==> config.mk <==
export PLATFORM = sky130hd
export DESIGN_NAME = raster_to_page_packer
export DESIGN_NICKNAME = d
export VERILOG_FILES = /design/src/rpp_pkg.sv /design/src/rpp_front.sv /design/src/rpp_queue.sv /design/src/rpp_back.sv /design/src/raster_to_page_packer.sv
export SDC_FILE = /design/constraint.sdc
export NUM_CORES = 2
export LEC_CHECK = 0
export ABC_AREA = 1
export ABC_CLOCK_PERIOD_IN_PS = 20500
export BUFFER_PORTS_ARGS = -buffer_cell sky130_fd_sc_hd__buf_2
export CORE_MARGIN = 4
export CORE_UTILIZATION = 45
export CTS_BUF_LIST = sky130_fd_sc_hd__clkbuf_2 sky130_fd_sc_hd__clkbuf_4 sky130_fd_sc_hd__clkbuf_8
export CTS_CLUSTER_SIZE = 28
export DETAILED_ROUTE_END_ITERATION = 6
export GPL_TIMING_DRIVEN = 0
export PLACE_DENSITY = 0.56
export SLEW_MARGIN = 20
export SYNTH_ARGS = -nofsm -noshare
export SYNTH_HDL_FRONTEND = slang
export SYNTH_SLANG_ARGS = --single-unit
export TNS_END_PERCENT = 100
==> constraint.sdc <==
create_clock -name clk_i -period 20.5 [get_ports clk_i]
set_input_delay 1.025 -clock clk_i [delete_from_list [all_inputs] [get_ports clk_i]]
set_output_delay 1.025 -clock clk_i [all_outputs]
set_load 0.01 [all_outputs]
==> src/rpp_pkg.sv <==
// Shared types and constants of the raster-to-page packer.
package rpp_pkg;

  localparam int unsigned PIXEL_W  = 8;
  localparam int unsigned COL_W    = 10;
  localparam int unsigned STRIDE_W = 11;
  localparam int unsigned INDEX_W  = 10;
  localparam int unsigned PAGE_W   = 4;
  localparam int unsigned ROWS_W   = 8;
  localparam int unsigned CFG_IDX_W  = 3;
  localparam int unsigned CFG_DATA_W = 11;

  // Register indexes of the configuration port.
  localparam logic [CFG_IDX_W-1:0] CFG_ACTIVE_COLS = 3'd0;
  localparam logic [CFG_IDX_W-1:0] CFG_PAGE_COUNT  = 3'd1;
  localparam logic [CFG_IDX_W-1:0] CFG_LINE_STRIDE = 3'd2;
  localparam logic [CFG_IDX_W-1:0] CFG_PAGE_STRIDE = 3'd3;
  localparam logic [CFG_IDX_W-1:0] CFG_THRESHOLD   = 3'd4;

  // Reset values of the configuration registers.
  localparam logic [7:0]  RST_ACTIVE_COLS = 8'd128;
  localparam logic [3:0]  RST_PAGE_COUNT  = 4'd8;
  localparam logic [10:0] RST_LINE_STRIDE = 11'd128;
  localparam logic [7:0]  RST_PAGE_STRIDE = 8'd128;
  localparam logic [7:0]  RST_THRESHOLD   = 8'd100;

  // Largest line stride that the column counter can follow.
  localparam logic [STRIDE_W-1:0] STRIDE_MAX = 11'd1024;

  // Row within a page that completes the byte.
  localparam logic [2:0] LAST_ROW = 3'd7;

  typedef struct packed {
    logic [7:0]  active_cols;
    logic [3:0]  page_count;
    logic [10:0] line_stride;
    logic [7:0]  page_stride;
    logic [7:0]  threshold;
  } cfg_t;

  // One classified pixel on its way from the front to the back.
  typedef struct packed {
    logic               emit;
    logic [2:0]         row_k;
    logic               lit;
    logic [COL_W-1:0]   col;
    logic [INDEX_W-1:0] index;
    logic               last;
  } item_t;

endpackage

==> src/rpp_front.sv <==
// Front end: raster counters, threshold and classification of each pixel.
module rpp_front #(
  parameter int unsigned MAX_COLS  = 128,
  parameter int unsigned MAX_PAGES = 8
) (
  input  logic                         clk_i,
  input  logic                         rst_ni,
  input  rpp_pkg::cfg_t                cfg_i,
  input  logic                         in_valid_i,
  output logic                         in_ready_o,
  input  logic [rpp_pkg::PIXEL_W-1:0]  pixel_i,
  input  logic                         frame_start_i,
  output logic                         push_o,
  input  logic                         push_ready_i,
  output rpp_pkg::item_t               item_o
);

  localparam int unsigned RowW = $clog2(MAX_PAGES * 8);
  localparam logic [rpp_pkg::STRIDE_W-1:0] MaxColsW = rpp_pkg::STRIDE_W'(MAX_COLS);
  localparam logic [rpp_pkg::PAGE_W:0]     MaxPagesW = (rpp_pkg::PAGE_W + 1)'(MAX_PAGES);

  logic [RowW-1:0]                 row_q, row_d, row_cur;
  logic [rpp_pkg::COL_W-1:0]       col_q, col_d, col_cur;
  logic [rpp_pkg::STRIDE_W-1:0]    stride, cols, col_inc;
  logic [rpp_pkg::PAGE_W:0]        pages;
  logic [rpp_pkg::ROWS_W-1:0]      rows, row_inc;
  logic [rpp_pkg::PAGE_W-1:0]      page;
  logic                            accept, convert;

  always_comb begin
    if (cfg_i.line_stride == '0) begin
      stride = rpp_pkg::STRIDE_W'(1);
    end else if (cfg_i.line_stride > rpp_pkg::STRIDE_MAX) begin
      stride = rpp_pkg::STRIDE_MAX;
    end else begin
      stride = cfg_i.line_stride;
    end

    cols = rpp_pkg::STRIDE_W'(cfg_i.active_cols);
    if (cols > MaxColsW) cols = MaxColsW;
    if (cols > stride) cols = stride;

    if (cfg_i.page_count == '0) begin
      pages = (rpp_pkg::PAGE_W + 1)'(1);
    end else if ((rpp_pkg::PAGE_W + 1)'(cfg_i.page_count) > MaxPagesW) begin
      pages = MaxPagesW;
    end else begin
      pages = (rpp_pkg::PAGE_W + 1)'(cfg_i.page_count);
    end
    rows = {pages, 3'b000};
  end

  // A frame start or a configuration that shrank since the last pixel restarts the count.
  always_comb begin
    row_cur = frame_start_i ? '0 : row_q;
    col_cur = frame_start_i ? '0 : col_q;
    if (rpp_pkg::ROWS_W'(row_cur) >= rows) row_cur = '0;
    if (rpp_pkg::STRIDE_W'(col_cur) >= stride) col_cur = '0;

    page    = rpp_pkg::PAGE_W'(row_cur >> 3);
    convert = rpp_pkg::STRIDE_W'(col_cur) < cols;
    col_inc = rpp_pkg::STRIDE_W'(col_cur) + rpp_pkg::STRIDE_W'(1);
    row_inc = rpp_pkg::ROWS_W'(row_cur) + rpp_pkg::ROWS_W'(1);

    if (col_inc >= stride) begin
      col_d = '0;
      row_d = (row_inc >= rows) ? '0 : RowW'(row_inc);
    end else begin
      col_d = rpp_pkg::COL_W'(col_inc);
      row_d = row_cur;
    end
  end

  assign in_ready_o = push_ready_i;
  assign accept     = in_valid_i && push_ready_i;
  assign push_o     = accept && convert;

  always_comb begin
    item_o.row_k = row_cur[2:0];
    item_o.emit  = (row_cur[2:0] == rpp_pkg::LAST_ROW);
    item_o.lit   = (pixel_i > cfg_i.threshold);
    item_o.col   = col_cur;
    item_o.index = rpp_pkg::INDEX_W'(13'(page) * 13'(cfg_i.page_stride) + 13'(col_cur));
    item_o.last  = ((rpp_pkg::PAGE_W + 1)'(page) == pages - (rpp_pkg::PAGE_W + 1)'(1)) &&
                   (rpp_pkg::STRIDE_W'(col_cur) == cols - rpp_pkg::STRIDE_W'(1));
  end

  always_ff @(posedge clk_i or negedge rst_ni) begin
    if (!rst_ni) begin
      row_q <= '0;
      col_q <= '0;
    end else if (accept) begin
      row_q <= row_d;
      col_q <= col_d;
    end
  end

endmodule

==> src/rpp_queue.sv <==
// Two-entry queue that decouples the classifier from the column store.
module rpp_queue (
  input  logic           clk_i,
  input  logic           rst_ni,
  input  logic           push_i,
  output logic           push_ready_o,
  input  rpp_pkg::item_t push_item_i,
  output logic           head_valid_o,
  input  logic           pop_i,
  output rpp_pkg::item_t head_item_o
);

  rpp_pkg::item_t entry_q [2];
  logic           wr_ptr_q, rd_ptr_q;
  logic [1:0]     count_q, count_d;
  logic           do_push, do_pop;

  assign push_ready_o = (count_q != 2'd2);
  assign head_valid_o = (count_q != 2'd0);
  assign head_item_o  = entry_q[rd_ptr_q];
  assign do_push      = push_i && push_ready_o;
  assign do_pop       = pop_i && head_valid_o;

  always_comb begin
    count_d = count_q;
    if (do_push && !do_pop) count_d = count_q + 2'd1;
    if (!do_push && do_pop) count_d = count_q - 2'd1;
  end

  always_ff @(posedge clk_i or negedge rst_ni) begin
    if (!rst_ni) begin
      wr_ptr_q <= 1'b0;
      rd_ptr_q <= 1'b0;
      count_q  <= 2'd0;
    end else begin
      if (do_push) wr_ptr_q <= !wr_ptr_q;
      if (do_pop)  rd_ptr_q <= !rd_ptr_q;
      count_q <= count_d;
    end
  end

  always_ff @(posedge clk_i) begin
    if (do_push) entry_q[wr_ptr_q] <= push_item_i;
  end

endmodule

==> src/rpp_back.sv <==
// Back end: column store of rows 0 to 6 and the output register for page bytes.
module rpp_back #(
  parameter int unsigned MAX_COLS = 128
) (
  input  logic                          clk_i,
  input  logic                          rst_ni,
  input  logic                          head_valid_i,
  input  rpp_pkg::item_t                head_item_i,
  output logic                          pop_o,
  output logic                          out_valid_o,
  input  logic                          out_ready_i,
  output logic [7:0]                    page_byte_o,
  output logic [rpp_pkg::INDEX_W-1:0]   byte_index_o,
  output logic                          frame_last_o
);

  localparam int unsigned AddrW = $clog2(MAX_COLS);

  logic [6:0]                  store_q [MAX_COLS];
  logic [AddrW-1:0]            addr;
  logic                        out_valid_q;
  logic [7:0]                  byte_q;
  logic [rpp_pkg::INDEX_W-1:0] index_q;
  logic                        last_q;

  assign addr = head_item_i.col[AddrW-1:0];

  // Stored rows drain every cycle; a completing row waits for a free output register.
  assign pop_o = head_valid_i && (!head_item_i.emit || !out_valid_q || out_ready_i);

  always_ff @(posedge clk_i or negedge rst_ni) begin
    if (!rst_ni) begin
      out_valid_q <= 1'b0;
    end else if (pop_o && head_item_i.emit) begin
      out_valid_q <= 1'b1;
    end else if (out_ready_i) begin
      out_valid_q <= 1'b0;
    end
  end

  // Each row writes only its own bit of the entry, so the word needs no read-modify-write.
  always_ff @(posedge clk_i) begin
    if (pop_o) begin
      if (head_item_i.emit) begin
        byte_q  <= {head_item_i.lit, store_q[addr]};
        index_q <= head_item_i.index;
        last_q  <= head_item_i.last;
      end else begin
        store_q[addr][head_item_i.row_k] <= head_item_i.lit;
      end
    end
  end

  assign out_valid_o  = out_valid_q;
  assign page_byte_o  = byte_q;
  assign byte_index_o = index_q;
  assign frame_last_o = last_q;

endmodule

==> src/raster_to_page_packer.sv <==
// Top level of the raster-to-page packer: configuration registers and the three stages.
//
// Usage: grayscale pixels enter in raster order on the input channel (valid/ready), one
// beat per pixel, with frame_start_i marking row 0, column 0 of a frame. Each pixel is
// thresholded; rows 0 to 6 of a page are kept per column in an internal store, and the
// pixel of row 7 produces one page byte on the output channel (valid/ready) for every
// converted column, together with its destination index and a last-of-frame flag.
// Pixels of padding columns and of rows 0 to 6 produce no output beat.
// Throughput: one pixel per cycle while the output is not stalled, set by the
// single-ported column store that takes one row-bit write or one byte read per cycle.
// Path: a row-7 pixel accepted at the input is written into a queue entry, and its byte
// is then registered in the output register that drives the output channel.
// Stall: a two-entry queue and the output register let input keep flowing while a byte
// waits; the input is held off only once a byte sits at the head of the queue behind the
// waiting output beat and a second pixel fills the other queue entry.
// The user must write configuration via cfg_we_i, cfg_idx_i, cfg_data_i only while idle;
// the block does not check it. Reset restores the register defaults and clears the row
// and column counters, not the column store: each entry is written before it is read.
module raster_to_page_packer #(
  parameter int unsigned MAX_COLS  = 128,
  parameter int unsigned MAX_PAGES = 8
) (
  input  logic                            clk_i,
  input  logic                            rst_ni,
  input  logic                            cfg_we_i,
  input  logic [rpp_pkg::CFG_IDX_W-1:0]   cfg_idx_i,
  input  logic [rpp_pkg::CFG_DATA_W-1:0]  cfg_data_i,
  input  logic                            in_valid_i,
  output logic                            in_ready_o,
  input  logic [rpp_pkg::PIXEL_W-1:0]     pixel_i,
  input  logic                            frame_start_i,
  output logic                            out_valid_o,
  input  logic                            out_ready_i,
  output logic [7:0]                      page_byte_o,
  output logic [rpp_pkg::INDEX_W-1:0]     byte_index_o,
  output logic                            frame_last_o
);

  rpp_pkg::cfg_t  cfg_q;
  rpp_pkg::item_t push_item, head_item;
  logic           push, push_ready, head_valid, pop;

  always_ff @(posedge clk_i or negedge rst_ni) begin
    if (!rst_ni) begin
      cfg_q.active_cols <= rpp_pkg::RST_ACTIVE_COLS;
      cfg_q.page_count  <= rpp_pkg::RST_PAGE_COUNT;
      cfg_q.line_stride <= rpp_pkg::RST_LINE_STRIDE;
      cfg_q.page_stride <= rpp_pkg::RST_PAGE_STRIDE;
      cfg_q.threshold   <= rpp_pkg::RST_THRESHOLD;
    end else if (cfg_we_i) begin
      case (cfg_idx_i)
        rpp_pkg::CFG_ACTIVE_COLS: cfg_q.active_cols <= cfg_data_i[7:0];
        rpp_pkg::CFG_PAGE_COUNT:  cfg_q.page_count  <= cfg_data_i[3:0];
        rpp_pkg::CFG_LINE_STRIDE: cfg_q.line_stride <= cfg_data_i[10:0];
        rpp_pkg::CFG_PAGE_STRIDE: cfg_q.page_stride <= cfg_data_i[7:0];
        rpp_pkg::CFG_THRESHOLD:   cfg_q.threshold   <= cfg_data_i[7:0];
        default: begin
        end
      endcase
    end
  end

  rpp_front #(
    .MAX_COLS  (MAX_COLS),
    .MAX_PAGES (MAX_PAGES)
  ) u_front (
    .clk_i         (clk_i),
    .rst_ni        (rst_ni),
    .cfg_i         (cfg_q),
    .in_valid_i    (in_valid_i),
    .in_ready_o    (in_ready_o),
    .pixel_i       (pixel_i),
    .frame_start_i (frame_start_i),
    .push_o        (push),
    .push_ready_i  (push_ready),
    .item_o        (push_item)
  );

  rpp_queue u_queue (
    .clk_i        (clk_i),
    .rst_ni       (rst_ni),
    .push_i       (push),
    .push_ready_o (push_ready),
    .push_item_i  (push_item),
    .head_valid_o (head_valid),
    .pop_i        (pop),
    .head_item_o  (head_item)
  );

  rpp_back #(
    .MAX_COLS (MAX_COLS)
  ) u_back (
    .clk_i        (clk_i),
    .rst_ni       (rst_ni),
    .head_valid_i (head_valid),
    .head_item_i  (head_item),
    .pop_o        (pop),
    .out_valid_o  (out_valid_o),
    .out_ready_i  (out_ready_i),
    .page_byte_o  (page_byte_o),
    .byte_index_o (byte_index_o),
    .frame_last_o (frame_last_o)
  );

endmodule

==> flow_summary_export.csv <==
group,metric,value,unit
status,status,"complete, but fails checks",
status,violations,"design-rule violations",
global_route,grt_pass1_wl,243,mm
logic_synthesis,yosys.area_share.adder,2.62,%
global_route,antenna_found_initial,15,
sta,holdWs,0.408,ns
detailed_routing,antenna_left,0,
setup_path,startpoint_type,"flip-flop",
logic_synthesis,synth_flop_cell,"edfxtp_1",
detailed_routing,viasPerCell,6.09,
place,port_buffers,48,
logic_synthesis,post_synth_num_cell_types,51,
place,place_ws,13.60,ns
floorplanning,start_util,45.6,%
detailed_routing,drt-initial-drc-count,5718,
global_route,grt_pass1_vias,32700,
clock_network,postCtsSetupBuffers,0,
min_path,hold_depth,2,
sta,setup_ws,14.17,ns
sta,hold_violations,0,
floorplanning,io_pins,49,
detailed_routing,firstDrtPassIters,7,
power_and_ir_drop,p_int,4.19,mW
place,dpl.hpwl,114,mm
clock_network,cts_resized,0,
clock_network,htreeDepth,4,
logic_synthesis,yosysSeqAreaShare,67.3,%
min_path,min_to,"cfg_q[25]",
logic_synthesis,async_flop_share,5.88,%
logic_synthesis,synth_edf_count,961,
setup_path,worstSetupEndpointType,"flip-flop",
clock_network,cts_buffers,172,
floorplanning,die_h,325,um
run,cap_viol_max_count,0,
cells_and_area,final_cells,5741,
setup_path,worstReg2RegEnd,"u_front.row_q[1]",
cells_and_area,nFillCells,9019,
logic_synthesis,synth_xor_area_share,0.446,%
logic_synthesis,yosysMostFrequentCell,"nor2_1",
cells_and_area,syn_to_final_growth,12.9,%
power_and_ir_drop,sw_frac_of_total,42.4,%
place,dp.cells,5433,
min_path,worst_hold_path_type,"in -> reg",
setup_path,cp.required,21.26,ns
setup_path,crit_type,"reg -> reg",
logic_synthesis,netlist_top_cells_count,"1038 x nor2_1, 961 x edfxtp_1, 714 x nand2_1",
place,gp_congestion,0.932,
cells_and_area,fin_nets,4435,
logic_synthesis,synth-seq-cells,1021,
detailed_routing,routedWlPerCell,30.7,um
sta,max_freq,158,MHz
setup_path,reg2reg_from,"cfg_q[25]",
clock_network,clockBufferDepth,3,
cells_and_area,final_layout_size_suffix_gt1_share,12.6,%
power_and_ir_drop,p_clk_share,24.9,%
floorplanning,die_area,0.105,mm2
detailed_routing,drc_errors,2,
setup_path,worstRegToRegCells,27,
detailed_routing,wl,176,mm
sta,tns,0,ns
setup_path,crit_start,"cfg_q[25]",
logic_synthesis,synth_compound_area_share,8.15,%
sta,maxSlewViolCount,0,
sta,period_needed,6.33,ns
logic_synthesis,yosys_warnings,0,
clock_network,cts_hold_buf,1,
clock_network,clock_sinks,1021,
global_route,grt_start_max_net_pins,88,
logic_synthesis,synth_top_cell_area_share,63.9,%
power_and_ir_drop,p_sw,3.08,mW
cells_and_area,fin_util,51.5,%
logic_synthesis,synthMuxAreaShare,0.0499,%
power_and_ir_drop,p_per_area,143,mW/mm2
global_route,grt-ovfl-total,0,
sta,timing.slew.headroom,15.6,%
setup_path,reg2reg_slack,14.17,ns
sta,rsz0062_at_grt,"false",
sta,fin_skew,0.0410,ns
sta,setup_viol,0,
floorplanning,core.rowCount,115,
sta,finalCritPeriodShare,30.9,%
floorplanning,dieWidth,325,um
logic_synthesis,syn_avg_cell_area,11.1,um2
clock_network,cts_tree,"built",
power_and_ir_drop,leakagePower,17.6,nW
clock_network,clock_latency,0.89,ns
power_and_ir_drop,p_seq_share,37.1,%
setup_path,arrival,7.10,ns
clock_network,path_clk_slew,0.06,ns
power_and_ir_drop,peakVddDrop,0.119,mV
power_and_ir_drop,power.share.combinational,37.9,%
logic_synthesis,syn-instance-count,4075,
min_path,min_from,"cfg_data_i[9]",
setup_path,cp_max_fo,10,
global_route,grtUsageTotal,32.7,%
floorplanning,core_area,0.0990,mm2
logic_synthesis,synth_top_family_by_area,"simple AND/OR/NAND/NOR gates",
clock_network,cts_root_buf,"clkbuf_8",
detailed_routing,via_count,35000,
logic_synthesis,yosys.area_share.simple,17.6,%
logic_synthesis,synth.cell_area,0.0452,mm2
sta,worst_pin_slew,1.26,ns
logic_synthesis,yosysTopAreaCell,"edfxtp_1",
logic_synthesis,synthTopCellsByArea,"edfxtp_1 64%, nor2_1 8.6%, a22oi_1 6.0%",
[per-stage QoR]
stage / cell area [um2] / power, mW
4_1_cts: 51000 / 7.16
6_report: 51000 / 7.27
3_5_place_dp: 47700 / 5.38
3_3_place_gp: 47000 / 5.77
2_1_floorplan: 45200 / 4.32
5_1_grt: 51000 / 7.42
[registers in the layout, summed over array words and instances, names as in the netlist, 2 cells and up]
name and flops:
cfg_q 39, u_queue.count_q 2, u_front.col_q 10, u_back.store_q 896
u_back.page_byte_o 8, u_queue.entry_q 46, u_front.row_q 6, u_back.byte_index_o 10
[power groups by stage]
stage / sequential (mW) / clock (mW) / combinational [mW]
floorplan: 3.11 / 0 / 1.21
global placement: 3.30 / 0 / 2.47
detailed placement: 2.74 / 0 / 2.64
CTS: 2.70 / 1.81 / 2.64
global route: 2.71 / 1.91 / 2.80
finish: 2.70 / 1.81 / 2.76
[logic make-up (layout without fill, tap and decap cells)]
| kind of cell | Yosys count | count (layout) |
|---|---|---|
| compound gates | 534 | 534 |
| buf+inv | 423 | 789 |
| fa+ha+maj | 86 | 86 |
| xor+xnor | 23 | 23 |
| mux | 2 | 2 |
| flops | 1021 | 1021 |
| other cells | 1 | 14 |
| simple gates | 1985 | 1985 |
[per-layer routing]
metal	wire (um)	vias to the layer above	GRT usage, %	part of all wire (%)
met4	13000	2	21.6	7.4
met3	21500	553	9.04	12
met5	11	-	0	0.0062
li1	-	14900	-	-
met1	63400	17200	41.5	36
met2	78300	2402	49.4	44
[critical path, cell delays in order (launching register included)]
cell and delay (ns):
dfrtp_1 0.40, nor2_1 0.24, nand3_1 0.15, o21ai_2 0.29, nand2_1 0.27, ha_1 0.37
nand2_1 0.06, nor2_1 0.04, nand3_1 0.16, nand4_1 0.26, nor2_1 0.83, ha_1 0.32
nand3_1 0.13, inv_1 0.12, nand2_1 0.06, nor2_1 0.12, nand2_1 0.09, nor3_1 0.23
ha_1 0.31, nand2_1 0.10, nor2_1 0.06, nand2_1 0.06, o211ai_1 0.08, a31oi_1 0.15
nand2_1 0.20, nor2_1 0.39, clkinv_1 0.46, o221ai_1 0.30
[layout make-up]
| cell class | instances | area [um2] | share of cell area [%] |
|---|---|---|---|
| Antenna cell | 12 | 30.0 | 0.0589 |
| Buffer | 234 | 1100 | 2.15 |
| Clock buffer | 236 | 2880 | 5.65 |
| Clock inverter | 59 | 404 | 0.792 |
| Inverter | 189 | 709 | 1.39 |
| Multi-Input combinational cell | 2632 | 13100 | 25.6 |
| Sequential cell | 1021 | 30400 | 59.5 |
| Tap cell | 1287 | 1610 | 3.16 |
| Timing Repair Buffer | 71 | 821 | 1.61 |
[cells in the final DEF (no fill, tap or decap), types with 59 or more instances in the layout]
cell type  synthesis  final
ha_1              72     72
a22oi_1          362    362
buf_2            103    151
nand2_1          714    713
edfxtp_1         961    961
o21ai_0           86     86
nor2_1          1038   1035
inv_1            166    166
clkbuf_4           0     59
clkbuf_8           0    177
nand4_1          122    122
nand3_1           75     75
[worst max path at each step]
stage / endpoint / slack, ns
2_1_floorplan: u_back.page_byte_o[7] / 6.46
3_3_place_gp: u_back.store_q[17][6] / -2.71
4_1_cts: u_front.row_q[1] / 14.11
3_5_place_dp: u_front.row_q[1] / 13.60
6_report: u_front.row_q[1] / 14.17
5_1_grt: u_front.row_q[4] / 13.61
(Power assumes the default switching activity.)
